$ cat src/design/hsed_pkg.sv
// Shared widths, stage payload types and position tables for the Hamming decoder.
`default_nettype none

package hsed_pkg;

  // Field widths
  localparam int CW_W        = 63;
  localparam int LEN_W       = 6;
  localparam int DATA_W      = 57;
  localparam int PCNT_W      = 3;
  localparam int DEF_MAX_LEN = 63;

  // After masking and length saturation
  typedef struct packed {
    logic [CW_W-1:0]  word;
    logic [LEN_W-1:0] len;
    logic [LEN_W-1:0] dlen;
  } hsed_word_t;

  // After syndrome computation
  typedef struct packed {
    logic [CW_W-1:0]  word;
    logic [LEN_W-1:0] len;
    logic [LEN_W-1:0] dlen;
    logic [LEN_W-1:0] syn;
  } hsed_syn_t;

  // After correction
  typedef struct packed {
    logic [CW_W-1:0]  word;
    logic [LEN_W-1:0] dlen;
    logic [LEN_W-1:0] syn;
    logic             fix;
    logic             oor;
  } hsed_fix_t;

  // Final result
  typedef struct packed {
    logic [DATA_W-1:0] data;
    logic [LEN_W-1:0]  dlen;
    logic [LEN_W-1:0]  syn;
    logic              fix;
    logic              oor;
  } hsed_result_t;

  // Bit k set when Hamming position k+1 has syndrome bit b set
  function automatic logic [CW_W-1:0] pos_mask(input int b);
    logic [CW_W-1:0] m;
    m = '0;
    for (int p = 0; p < CW_W; p++) begin
      m[p] = (((p + 1) >> b) & 1) != 0;
    end
    return m;
  endfunction

  // Word index of the j-th non-parity position
  function automatic logic [LEN_W-1:0] data_pos(input int j);
    int cnt;
    logic [LEN_W-1:0] res;
    cnt = 0;
    res = '0;
    for (int p = 1; p <= CW_W; p++) begin
      if ((p & (p - 1)) != 0) begin
        if (cnt == j) begin
          res = LEN_W'(p - 1);
        end
        cnt = cnt + 1;
      end
    end
    return res;
  endfunction

endpackage

`default_nettype wire

$ cat src/design/hamming_single_error_decoder_core.sv
// Hamming single-error-correcting decoder: top level and stage chain.
//
// Usage: present a received even-parity codeword (bit k = position k+1)
// and its length on the input channel with in_valid; a transfer happens
// on a clock edge with in_valid high and in_stall low. One result per
// codeword appears on the output channel with out_valid; the receiver
// holds out_stall high to keep it.
// From input transfer to out_valid a codeword passes the length mask,
// syndrome XOR trees, correction, compaction into the output register.
// Throughput is one codeword per cycle while out_stall is low; every
// stage carries its own valid bit, so a bubble anywhere is filled while
// the output waits. When the receiver stalls, stages fill up one by one;
// in_stall rises only once all four stages hold a codeword, and nothing is
// dropped or repeated. Lengths above MAX_LEN are saturated to it.
// Reset (rst, synchronous) empties all stages; no results are pending
// afterwards and the block takes a transfer in the next cycle.
`default_nettype none

module hamming_single_error_decoder_core #(
  parameter int MAX_LEN = hsed_pkg::DEF_MAX_LEN
) (
  input  wire logic                         clk,
  input  wire logic                         rst,
  input  wire logic                         in_valid,
  output logic                              in_stall,
  input  wire logic [hsed_pkg::CW_W-1:0]    codeword_bits,
  input  wire logic [hsed_pkg::LEN_W-1:0]   codeword_length,
  output logic                              out_valid,
  input  wire logic                         out_stall,
  output logic [hsed_pkg::DATA_W-1:0]       data_bits,
  output logic [hsed_pkg::LEN_W-1:0]        data_length,
  output logic [hsed_pkg::LEN_W-1:0]        syndrome,
  output logic                              corrected,
  output logic                              out_of_range
);

  logic                    s1_ready, s2_ready, s3_ready, s4_ready;
  logic                    s1_valid, s2_valid, s3_valid;
  hsed_pkg::hsed_word_t    s1_data;
  hsed_pkg::hsed_syn_t     s2_data;
  hsed_pkg::hsed_fix_t     s3_data;
  hsed_pkg::hsed_result_t  res;

  assign in_stall = !s1_ready;

  // Stage chain
  hsed_mask_stage #(
    .MAX_LEN(MAX_LEN)
  ) u_mask (
    .clk             (clk),
    .rst             (rst),
    .in_valid        (in_valid),
    .in_ready        (s1_ready),
    .codeword_bits   (codeword_bits),
    .codeword_length (codeword_length),
    .out_valid       (s1_valid),
    .out_ready       (s2_ready),
    .out_data        (s1_data)
  );

  hsed_syndrome_stage u_syn (
    .clk       (clk),
    .rst       (rst),
    .in_valid  (s1_valid),
    .in_ready  (s2_ready),
    .in_data   (s1_data),
    .out_valid (s2_valid),
    .out_ready (s3_ready),
    .out_data  (s2_data)
  );

  hsed_correct_stage u_fix (
    .clk       (clk),
    .rst       (rst),
    .in_valid  (s2_valid),
    .in_ready  (s3_ready),
    .in_data   (s2_data),
    .out_valid (s3_valid),
    .out_ready (s4_ready),
    .out_data  (s3_data)
  );

  hsed_extract_stage u_ext (
    .clk       (clk),
    .rst       (rst),
    .in_valid  (s3_valid),
    .in_ready  (s4_ready),
    .in_data   (s3_data),
    .out_valid (out_valid),
    .out_ready (!out_stall),
    .out_data  (res)
  );

  // Result fields
  assign data_bits    = res.data;
  assign data_length  = res.dlen;
  assign syndrome     = res.syn;
  assign corrected    = res.fix;
  assign out_of_range = res.oor;

  // Correction and range flag never coexist
  a_fix_oor_excl: assert property (@(posedge clk) disable iff (rst)
    out_valid |-> !(corrected && out_of_range))
    else $error("corrected and out_of_range both set");

  // A zero syndrome means nothing to report
  a_zero_syn: assert property (@(posedge clk) disable iff (rst)
    (out_valid && syndrome == '0) |-> (!corrected && !out_of_range))
    else $error("flag set with zero syndrome");

  // A nonzero syndrome is either corrected or out of range
  a_nonzero_syn: assert property (@(posedge clk) disable iff (rst)
    (out_valid && syndrome != '0) |-> (corrected || out_of_range))
    else $error("nonzero syndrome without a flag");

  // Bits above the data length are zero
  a_data_clean: assert property (@(posedge clk) disable iff (rst)
    out_valid |-> ((data_bits >> data_length) == '0))
    else $error("data bits set above data_length");

  // Input backpressure only when the whole chain is full and the output stalled
  a_stall_full: assert property (@(posedge clk) disable iff (rst)
    in_stall |-> (out_valid && out_stall && s1_valid && s2_valid && s3_valid))
    else $error("input stalled with room in the pipeline");

endmodule

`default_nettype wire

$ cat src/design/hsed_mask_stage.sv
// Stage 1: length saturation, masking of unused bits, data length count.
`default_nettype none

module hsed_mask_stage #(
  parameter int MAX_LEN = hsed_pkg::DEF_MAX_LEN
) (
  input  wire logic                         clk,
  input  wire logic                         rst,
  input  wire logic                         in_valid,
  output logic                              in_ready,
  input  wire logic [hsed_pkg::CW_W-1:0]    codeword_bits,
  input  wire logic [hsed_pkg::LEN_W-1:0]   codeword_length,
  output logic                              out_valid,
  input  wire logic                         out_ready,
  output hsed_pkg::hsed_word_t              out_data
);

  logic                            vld;
  hsed_pkg::hsed_word_t            stage;
  hsed_pkg::hsed_word_t            stage_next;
  logic [hsed_pkg::LEN_W-1:0]      len_sat;
  logic [hsed_pkg::PCNT_W-1:0]     par_cnt;

  assign in_ready  = !vld || out_ready;
  assign out_valid = vld;
  assign out_data  = stage;

  // Saturate length, clear bits past it, count parity positions present
  always_comb begin
    len_sat = (codeword_length > hsed_pkg::LEN_W'(MAX_LEN)) ?
              hsed_pkg::LEN_W'(MAX_LEN) : codeword_length;
    par_cnt = '0;
    for (int k = 0; k < hsed_pkg::LEN_W; k++) begin
      if ((len_sat >> k) != '0) begin
        par_cnt = par_cnt + hsed_pkg::PCNT_W'(1);
      end
    end
    for (int k = 0; k < hsed_pkg::CW_W; k++) begin
      stage_next.word[k] = codeword_bits[k] && (k < int'(len_sat));
    end
    stage_next.len  = len_sat;
    stage_next.dlen = len_sat - hsed_pkg::LEN_W'(par_cnt);
  end

  always_ff @(posedge clk) begin
    if (rst) begin
      vld <= 1'b0;
    end else if (in_ready) begin
      vld <= in_valid;
    end
  end

  always_ff @(posedge clk) begin
    if (in_ready && in_valid) begin
      stage <= stage_next;
    end
  end

endmodule

`default_nettype wire

$ cat src/design/hsed_syndrome_stage.sv
// Stage 2: syndrome as six XOR reductions over the masked word.
`default_nettype none

module hsed_syndrome_stage (
  input  wire logic                  clk,
  input  wire logic                  rst,
  input  wire logic                  in_valid,
  output logic                       in_ready,
  input  wire hsed_pkg::hsed_word_t  in_data,
  output logic                       out_valid,
  input  wire logic                  out_ready,
  output hsed_pkg::hsed_syn_t        out_data
);

  logic                 vld;
  hsed_pkg::hsed_syn_t  stage;
  hsed_pkg::hsed_syn_t  stage_next;

  assign in_ready  = !vld || out_ready;
  assign out_valid = vld;
  assign out_data  = stage;

  // Each syndrome bit is the parity of positions carrying that bit
  always_comb begin
    stage_next.word = in_data.word;
    stage_next.len  = in_data.len;
    stage_next.dlen = in_data.dlen;
    for (int b = 0; b < hsed_pkg::LEN_W; b++) begin
      stage_next.syn[b] = ^(in_data.word & hsed_pkg::pos_mask(b));
    end
  end

  always_ff @(posedge clk) begin
    if (rst) begin
      vld <= 1'b0;
    end else if (in_ready) begin
      vld <= in_valid;
    end
  end

  always_ff @(posedge clk) begin
    if (in_ready && in_valid) begin
      stage <= stage_next;
    end
  end

endmodule

`default_nettype wire

$ cat src/design/hsed_correct_stage.sv
// Stage 3: range check of the syndrome and single-bit flip.
`default_nettype none

module hsed_correct_stage (
  input  wire logic                 clk,
  input  wire logic                 rst,
  input  wire logic                 in_valid,
  output logic                      in_ready,
  input  wire hsed_pkg::hsed_syn_t  in_data,
  output logic                      out_valid,
  input  wire logic                 out_ready,
  output hsed_pkg::hsed_fix_t       out_data
);

  logic                 vld;
  hsed_pkg::hsed_fix_t  stage;
  hsed_pkg::hsed_fix_t  stage_next;
  logic                 nonzero;
  logic                 in_range;

  assign in_ready  = !vld || out_ready;
  assign out_valid = vld;
  assign out_data  = stage;

  // Flip the named bit only when it lies inside the codeword
  always_comb begin
    nonzero  = in_data.syn != '0;
    in_range = in_data.syn <= in_data.len;
    stage_next.fix  = nonzero && in_range;
    stage_next.oor  = nonzero && !in_range;
    stage_next.syn  = in_data.syn;
    stage_next.dlen = in_data.dlen;
    for (int k = 0; k < hsed_pkg::CW_W; k++) begin
      stage_next.word[k] = in_data.word[k] ^
                           (stage_next.fix && (in_data.syn == hsed_pkg::LEN_W'(k + 1)));
    end
  end

  always_ff @(posedge clk) begin
    if (rst) begin
      vld <= 1'b0;
    end else if (in_ready) begin
      vld <= in_valid;
    end
  end

  always_ff @(posedge clk) begin
    if (in_ready && in_valid) begin
      stage <= stage_next;
    end
  end

endmodule

`default_nettype wire

$ cat src/design/hsed_extract_stage.sv
// Stage 4: compaction of non-parity positions into the output register.
`default_nettype none

module hsed_extract_stage (
  input  wire logic                 clk,
  input  wire logic                 rst,
  input  wire logic                 in_valid,
  output logic                      in_ready,
  input  wire hsed_pkg::hsed_fix_t  in_data,
  output logic                      out_valid,
  input  wire logic                 out_ready,
  output hsed_pkg::hsed_result_t    out_data
);

  logic                    vld;
  hsed_pkg::hsed_result_t  stage;
  hsed_pkg::hsed_result_t  stage_next;

  assign in_ready  = !vld || out_ready;
  assign out_valid = vld;
  assign out_data  = stage;

  // Parity positions are fixed, so compaction is plain wiring
  always_comb begin
    for (int j = 0; j < hsed_pkg::DATA_W; j++) begin
      stage_next.data[j] = in_data.word[hsed_pkg::data_pos(j)];
    end
    stage_next.dlen = in_data.dlen;
    stage_next.syn  = in_data.syn;
    stage_next.fix  = in_data.fix;
    stage_next.oor  = in_data.oor;
  end

  always_ff @(posedge clk) begin
    if (rst) begin
      vld <= 1'b0;
    end else if (in_ready) begin
      vld <= in_valid;
    end
  end

  always_ff @(posedge clk) begin
    if (in_ready && in_valid) begin
      stage <= stage_next;
    end
  end

endmodule

`default_nettype wire

$ cat config.mk
export PLATFORM = sky130hd
export DESIGN_NAME = hamming_single_error_decoder_core
export DESIGN_NICKNAME = d
export VERILOG_FILES = /design/src/design/hsed_pkg.sv /design/src/design/hamming_single_error_decoder_core.sv /design/src/design/hsed_mask_stage.sv /design/src/design/hsed_syndrome_stage.sv /design/src/design/hsed_correct_stage.sv /design/src/design/hsed_extract_stage.sv
export SDC_FILE = /design/constraint.sdc
export NUM_CORES = 1
export LEC_CHECK = 0
export BUFFER_PORTS_ARGS = -buffer_cell sky130_fd_sc_hd__buf_4
export CAP_MARGIN = 20
export CORE_ASPECT_RATIO = 1.2
export CORE_MARGIN = 10
export CORE_UTILIZATION = 50
export DETAILED_ROUTE_END_ITERATION = 16
export GPL_TIMING_DRIVEN = 0
export HOLD_SLACK_MARGIN = 0.15
export PLACE_DENSITY = 0.79
export SLEW_MARGIN = 15
export SYNTH_ARGS = -nofsm -noshare
export SYNTH_HDL_FRONTEND = slang
export SYNTH_HIERARCHICAL = 1
export SYNTH_SLANG_ARGS = --single-unit
$ cat constraint.sdc
create_clock -name clk -period 4.7 [get_ports clk]
set_input_delay 0.235 -clock clk [delete_from_list [all_inputs] [get_ports clk]]
set_output_delay 0.235 -clock clk [all_outputs]
set_load 0.01 [all_outputs]
==> impl_metrics.toml, run 1 <==
[detailed_routing]
antenna_left = 0
drt-initial-drc-count = 515
route.final.wire_length_mm = 28.5
detail_route.wl_per_cell_um = 20.4
via_per_inst = 5.25
route.vias.total = 7338
post_route_drc = 0
drt_pre_antenna_iters = 5

[timing]
fin_crit_period_ns = 4.37
setup_total_negative_slack_ns = 0
number_of_max_slew_violations_in_the_final_report = 0
fin_crit_sh = 0.929
unrepaired_setup_endpoints_after_global_routing = "no"
finalClockSkew_ns = 0.0131
timing.final.hold_violations = 0
post-route-worst-setup-slack_ns = 0.335
relSlewSlack = 0.387
report.final.setup_viol = 0
timing.hold.ws_ns = 0.185
achievable-frequency_mhz = 229
tightest_slew_ns = 0.919

[synthesis]
synth_area_per_cell_sq_um = 16.1
yosys_warning_count = 6
syn_nets = 890
netlist_instances = 802
mappedNetlistArea_sq_mm = 0.0129

[floorplan]
die-area_sq_mm = 0.0327
core.rowCount = 64
top_level_ports = 146
die_w_um = 167
coreArea_sq_mm = 0.0255
chipHeight_um = 196
initial_core_utilization = 0.508

[final_layout]
finalInstanceArea_sq_mm = 0.0161
final_net_count = 1136
num_antenna_cells = 0
layout_commonest_cell = "sky130_fd_sc_hd__edfxtp_1"
final_layout_size_suffix_gt1_frac = 0.270
finish.utilization = 0.632
final_cell_mix = "sky130_fd_sc_hd__edfxtp_1, sky130_fd_sc_hd__buf_4, sky130_fd_sc_hd__xor2_1, sky130_fd_sc_hd__dlygate4sd3_1, sky130_fd_sc_hd__xnor2_1"
syn2layout_area_growth_pct = 24.5
filler_cell_count = 1822

[placed_design]
place_area_sq_mm = 0.0145
placement.setup.worst_slack_ns = -0.593
place_hpwl_mm = 20.9
routabilityCongestion = 0.936
port_buffers = 143

[grt]
largest_net_degree_at_the_start_of_global_routing = 72
overflow = 0
grt_first_pass_wirelength_mm = 43.0
groute.usage.overall = 0.168
grt_pass1_vias = 7446
grt_antenna_before_repair = 0

[run_status]
status = "complete, no violations"

[clock_network]
max-clock-path-buffers = 3
cts.root.buffer_cell = "sky130_fd_sc_hd__clkbuf_16"
clkLatencyLatePin_ns = 0.53
cts_inserted_buffers = 26
clock_tree.htree_level_count = 1
count_of_clock_tree_sinks = 296
clock_tree_from_tritoncts = "yes"
post_cts_clock_slew_at_the_launch_and_capture_registers_of_the_worst_setup_and_hold_paths_ns = 0.06

[worst_setup_path]
cell_count_of_the_worst_reg_to_reg_path = 7
cp-end-kind = "flip-flop"
cp_startpoint_kind = "input pin"
crit_required_ns = 4.96
worstSetupPathType = "input pin to flip-flop"
timing.critical_path.arrival_ns = 4.62
r2r-end = "u_fix/out_data[32]"
worstPathMaxFanout = 10
ff2ff_setup_slack_ns = 2.15
critical_path.reg2reg.startpoint = "u_syn/out_data[5]"

[worst_hold_path]
hold-path-cell-count = 3
whs_endpoint = "u_mask/out_data[10]"
worst_hold_path_type = "input pin to flip-flop"
worst_hold_startpoint = "codeword_length[4]"

[pwr]
vdd_ir_drop_max_mv = 0.271
cellLeakagePower_nw = 6.10
power_density_mw_per_mm2 = 419

[run]
drv.max_cap_violation_count = 0
-- critical path, cell delays in order --
cell and delay (ns):
sky130_fd_sc_hd__clkbuf_1 0.24, sky130_fd_sc_hd__nor2_4 0.27, sky130_fd_sc_hd__nand2_1 0.16, sky130_fd_sc_hd__nor2_1 0.21
sky130_fd_sc_hd__inv_1 0.10, sky130_fd_sc_hd__ha_1 0.29, sky130_fd_sc_hd__buf_2 0.19, sky130_fd_sc_hd__xor2_1 0.18
sky130_fd_sc_hd__ha_1 0.28, sky130_fd_sc_hd__buf_2 0.20, sky130_fd_sc_hd__nand2_1 0.07, sky130_fd_sc_hd__o311ai_1 0.09
sky130_fd_sc_hd__o21ai_1 0.18, sky130_fd_sc_hd__inv_1 0.09, sky130_fd_sc_hd__ha_1 0.23, sky130_fd_sc_hd__nand2_1 0.12
sky130_fd_sc_hd__a211o_1 0.28, sky130_fd_sc_hd__a41o_1 0.24, sky130_fd_sc_hd__a211oi_2 0.23, sky130_fd_sc_hd__ha_1 0.30
sky130_fd_sc_hd__nor2b_1 0.14, sky130_fd_sc_hd__nor3_1 0.17, sky130_fd_sc_hd__xnor2_1 0.11
-- final cells by class --
cell class / count / area, sq um / area share
Inverter: 24 / 90.1 / 0.00560
Multi-Input combinational cell: 439 / 3790 / 0.236
Timing Repair Buffer: 218 / 1870 / 0.116
Buffer: 43 / 219 / 0.0136
Sequential cell: 296 / 8850 / 0.550
Clock buffer: 32 / 724 / 0.0450
Clock inverter: 16 / 144 / 0.00894
Tap cell: 330 / 413 / 0.0256
-- flip-flops by register name, summed over array words and instances (netlist names) --
signal,cells
u_ext/out_valid,1
u_mask/out_data,75
u_fix/out_valid,1
u_ext/out_data,71
u_syn/out_data,75
u_fix/out_data,71
u_syn/out_valid,1
u_mask/out_valid,1
-- worst max path at each step --
| stage | start | depth (start not counted) | end | slack [ns] |
|---|---|---|---|---|
| finish | codeword_length[1] | 23 | u_mask/out_data[4] | 0.33 |
| detailed placement | codeword_length[5] | 23 | u_mask/out_data[4] | -0.59 |
| global placement | codeword_length[5] | 23 | u_mask/out_data[4] | -0.56 |
| CTS | codeword_length[5] | 23 | u_mask/out_data[4] | 0.22 |
| global route | codeword_length[1] | 23 | u_mask/out_data[4] | 0.06 |
| floorplan | codeword_length[1] | 21 | u_mask/out_data[4] | 0.41 |
-- where the power goes --
group	switching [W]	internal (W)
Sequential	0.000136	0.00311
Clock	0.000910	0.00121
Combinational	0.000773	0.000614
Total	0.00182	0.00493
-- layer usage --
layer | up-vias | share of wire | GRT usage
li1 | 3429 | - | -
met1 | 3500 | 0.41 | 0.204
met2 | 336 | 0.50 | 0.285
met3 | 73 | 0.057 | 0.0292
met4 | 0 | 0.040 | 0.0788
met5 | - | 0 | 0
-- metrics by stage --
step                      power, W  cells
final                      0.00675   1398
after global routing       0.00698   1398
after CTS                  0.00678   1395
after detailed placement   0.00462   1278
after global placement     0.00458   1275
after floorplan            0.00423    802
-- repair_timing --
| action | in CTS | in global routing |
|---|---|---|
| pin swaps | 0 | 1 |
| setup buffers | 0 | 3 |
| resized for setup | 1 | 1 |
| hold buffers | 69 | 0 |
| endpoints found under the hold margin | 69 | 0 |
| endpoints found under the setup margin | 2 | 3 |
Power figures use the tool's default switching activity.
==> run 2, diff against run 1 <==
Settings changed: SYNTH_HIERARCHICAL 1 to unset.
==> impl_metrics.toml, run 2 <==
[synthesis]
syn_nets = 899
synth-async-reset-ratio = 0
synthFlopType = "sky130_fd_sc_hd__edfxtp_1"
cell_type_with_the_highest_aggregate_area_in_the_netlist = "sky130_fd_sc_hd__edfxtp_1"
synth_register_bits = 296
synth_area_per_cell_sq_um = 15.2
netlist_instances = 810
synth_cell_type_count = 44
netlist_top_cells_count = "sky130_fd_sc_hd__edfxtp_1, sky130_fd_sc_hd__xnor2_1, sky130_fd_sc_hd__nor2_1"
synthMostInstantiatedCell = "sky130_fd_sc_hd__edfxtp_1"
synth_top_cells_by_area = "sky130_fd_sc_hd__edfxtp_1, sky130_fd_sc_hd__xnor2_1, sky130_fd_sc_hd__xor2_1, sky130_fd_sc_hd__nand3_1, sky130_fd_sc_hd__ha_1"
synth_edf_count = 292
synth_sequential_area_ratio = 0.718
top_cell_type_s_share_of_synthesized_area = 0.712
yosys_warning_count = 0
mappedNetlistArea_sq_mm = 0.0123

[worst_setup_path]
timing.critical_path.depth = 18
crit_start = "codeword_length[4]"
crit_required_ns = 4.95
cp_cell_sequence = "clkbuf_1, nor2_1, nand4_1, ha_1, xnor2_1, ha_1, o31a_1, a31oi_1, xor2_1, mux2i_1, ha_1, a211oi_1, a31oi_1, xnor2_1, ha_1, a21oi_1, nand2_1, xnor2_1"
ff2ff_setup_slack_ns = 1.94
critical_path.reg2reg.startpoint = "u_syn.out_data[3]"
setup.worst_path.end = "u_mask.out_data[5]"
worstPathMaxFanout = 10
cp_startpoint_kind = "input pin"
timing.critical_path.max_delay_family = "adder cells"
timing.critical_path.arrival_ns = 4.67
worst_path_most_repeated_cell = "sky130_fd_sc_hd__ha_1"
cp-end-kind = "flip-flop"
r2r-end = "u_fix.out_data[19]"
worstPathBufferInverterCount = 1
cell_count_of_the_worst_reg_to_reg_path = 8
max_stage_delay_ns = 0.74
critical_path.slowest_cell = "sky130_fd_sc_hd__nor2_1"
worstSetupPathType = "input pin to flip-flop"

[final_layout]
final_layout_size_suffix_gt1_frac = 0.188
num_antenna_cells = 0
final_net_count = 1148
filler_cell_count = 1689
final_cell_mix = "sky130_fd_sc_hd__edfxtp_1, sky130_fd_sc_hd__buf_4, sky130_fd_sc_hd__xnor2_1, sky130_fd_sc_hd__dlygate4sd3_1"
finish.cell_count_without_fillers = 1395
layout_commonest_cell = "sky130_fd_sc_hd__edfxtp_1"
syn2layout_area_growth_pct = 26.5

[detailed_routing]
detail_route.wl_per_cell_um = 19.7
post_route_drc = 0
drt-initial-drc-count = 514
via_per_inst = 5.23
route.vias.total = 7296
drt_pre_antenna_iters = 5
route.final.wire_length_mm = 27.4
antenna_left = 0

[pwr]
power_density_mw_per_mm2 = 433
vdd_ir_drop_max_mv = 0.339
cellLeakagePower_nw = 5.57

[timing]
report.final.setup_viol = 0
fin_crit_period_ns = 4.41
number_of_max_slew_violations_in_the_final_report = 0
unrepaired_setup_endpoints_after_global_routing = "no"
tightest_slew_ns = 0.895
relSlewSlack = 0.401
setup_total_negative_slack_ns = 0
finalClockSkew_ns = 0.0184
fin_crit_sh = 0.938
achievable-frequency_mhz = 227
timing.final.hold_violations = 0

[placed_design]
routabilityCongestion = 0.964
port_buffers = 143
post-place-cells = 1282
place_hpwl_mm = 20.0

[floorplan]
core.rowCount = 62
initial_core_utilization = 0.511
die_w_um = 163
die-area_sq_mm = 0.0313
coreArea_sq_mm = 0.0241
top_level_ports = 146
chipHeight_um = 192

[grt]
groute.usage.overall = 0.171
largest_net_degree_at_the_start_of_global_routing = 33
grt_pass1_vias = 7539
overflow = 0
grt_first_pass_wirelength_mm = 42.0
grt_antenna_before_repair = 0

[run]
drv.max_cap_violation_count = 0

[clock_network]
cts_inserted_buffers = 27
clock_tree.htree_level_count = 1
cts.root.buffer_cell = "sky130_fd_sc_hd__clkbuf_16"
clkLatencyLatePin_ns = 0.54
count_of_clock_tree_sinks = 296
post_cts_clock_slew_at_the_launch_and_capture_registers_of_the_worst_setup_and_hold_paths_ns = 0.06
clock_tree_from_tritoncts = "yes"
max-clock-path-buffers = 3

[run_status]
status = "complete, no violations"

[worst_hold_path]
worst_hold_path_type = "input pin to flip-flop"
[run 2: cell types whose count changed in the layout (fill, tap and decap cells not counted), moves of 12 or more]
cell | before | now
sky130_fd_sc_hd__xor2_1 | 72 | 30
sky130_fd_sc_hd__nor3_2 | 23 | 1
sky130_fd_sc_hd__xnor2_1 | 55 | 143
sky130_fd_sc_hd__a211oi_2 | 30 | 0
sky130_fd_sc_hd__nor2_1 | 19 | 40
sky130_fd_sc_hd__nand3_1 | 11 | 40
sky130_fd_sc_hd__buf_2 | 21 | 6
sky130_fd_sc_hd__xnor3_1 | 24 | 4
sky130_fd_sc_hd__nand4_1 | 2 | 14
[run 2: cell type report]
| cell class | instances | area (sq um) | share of cell area |
|---|---|---|---|
| clock buffers | 31 | 691 | 0.0443 |
| repair buffers | 221 | 1980 | 0.127 |
| flip-flops and latches | 296 | 8850 | 0.568 |
| inverters | 19 | 71.3 | 0.00458 |
| clock inverters | 14 | 158 | 0.0101 |
| multi-input cells | 462 | 3310 | 0.212 |
| plain buffers | 32 | 131 | 0.00843 |
| well taps | 320 | 400 | 0.0257 |
[run 2: how the worst min path moves through the flow]
stage,startpoint,end,slack (ns),depth (start not counted)
2_1_floorplan,rst,u_mask.out_valid,0.30,1
3_5_place_dp,u_fix.out_data[13],u_ext.out_data[13],0.40,0
4_1_cts,codeword_length[0],u_mask.out_data[6],0.21,2
5_1_grt,codeword_length[4],u_mask.out_data[10],0.25,2
6_report,codeword_length[0],u_mask.out_data[6],0.23,2
3_3_place_gp,u_fix.out_data[13],u_ext.out_data[13],0.40,0
[run 2: per-stage QoR]
stage               setup slack [ns]  cell area (sq um)  power, W  hold WS [ns]   util
floorplan                     0.0542              12300   0.00422         0.304      -
global placement               -1.12              13800   0.00457         0.404  0.572
detailed placement            -0.421              14000   0.00462         0.405  0.582
CTS                            0.107              15600   0.00676         0.210  0.646
global route                  0.0532              15600   0.00700         0.248  0.646
finish                         0.290              15600   0.00675         0.234  0.646
[run 2: metal layers]
metal	routed length [um]	up-vias	track usage
li1	-	3444	-
met5	0	-	0
met4	833	0	0.0677
met2	13800	338	0.298
met3	1830	59	0.0321
met1	10900	3455	0.206
[run 2: timing repair]
item	in CTS	in global routing
hold endpoints to repair	69	0
hold buffers	69	0
buffers inserted	0	0
endpoints found under the setup margin	0	3
gates resized for setup	0	1
[run 2: kinds of logic after synthesis]
group,share of synthesized area
DFF,0.718
and+or+nand+nor,0.0773
xor gates and xnor gates,0.130
AOI/OAI and AO/OA,0.0396
buffers and inverters,0.0168
adders and majority gates,0.0169
muxes,0.000813
[run 2: report_power, final]
part           switching (W)  leakage, nW  internal (W)
logic               0.000779         2.40      0.000610
clock network       0.000889        0.411       0.00122
registers           0.000143         2.76       0.00311
total                0.00181         5.57       0.00494
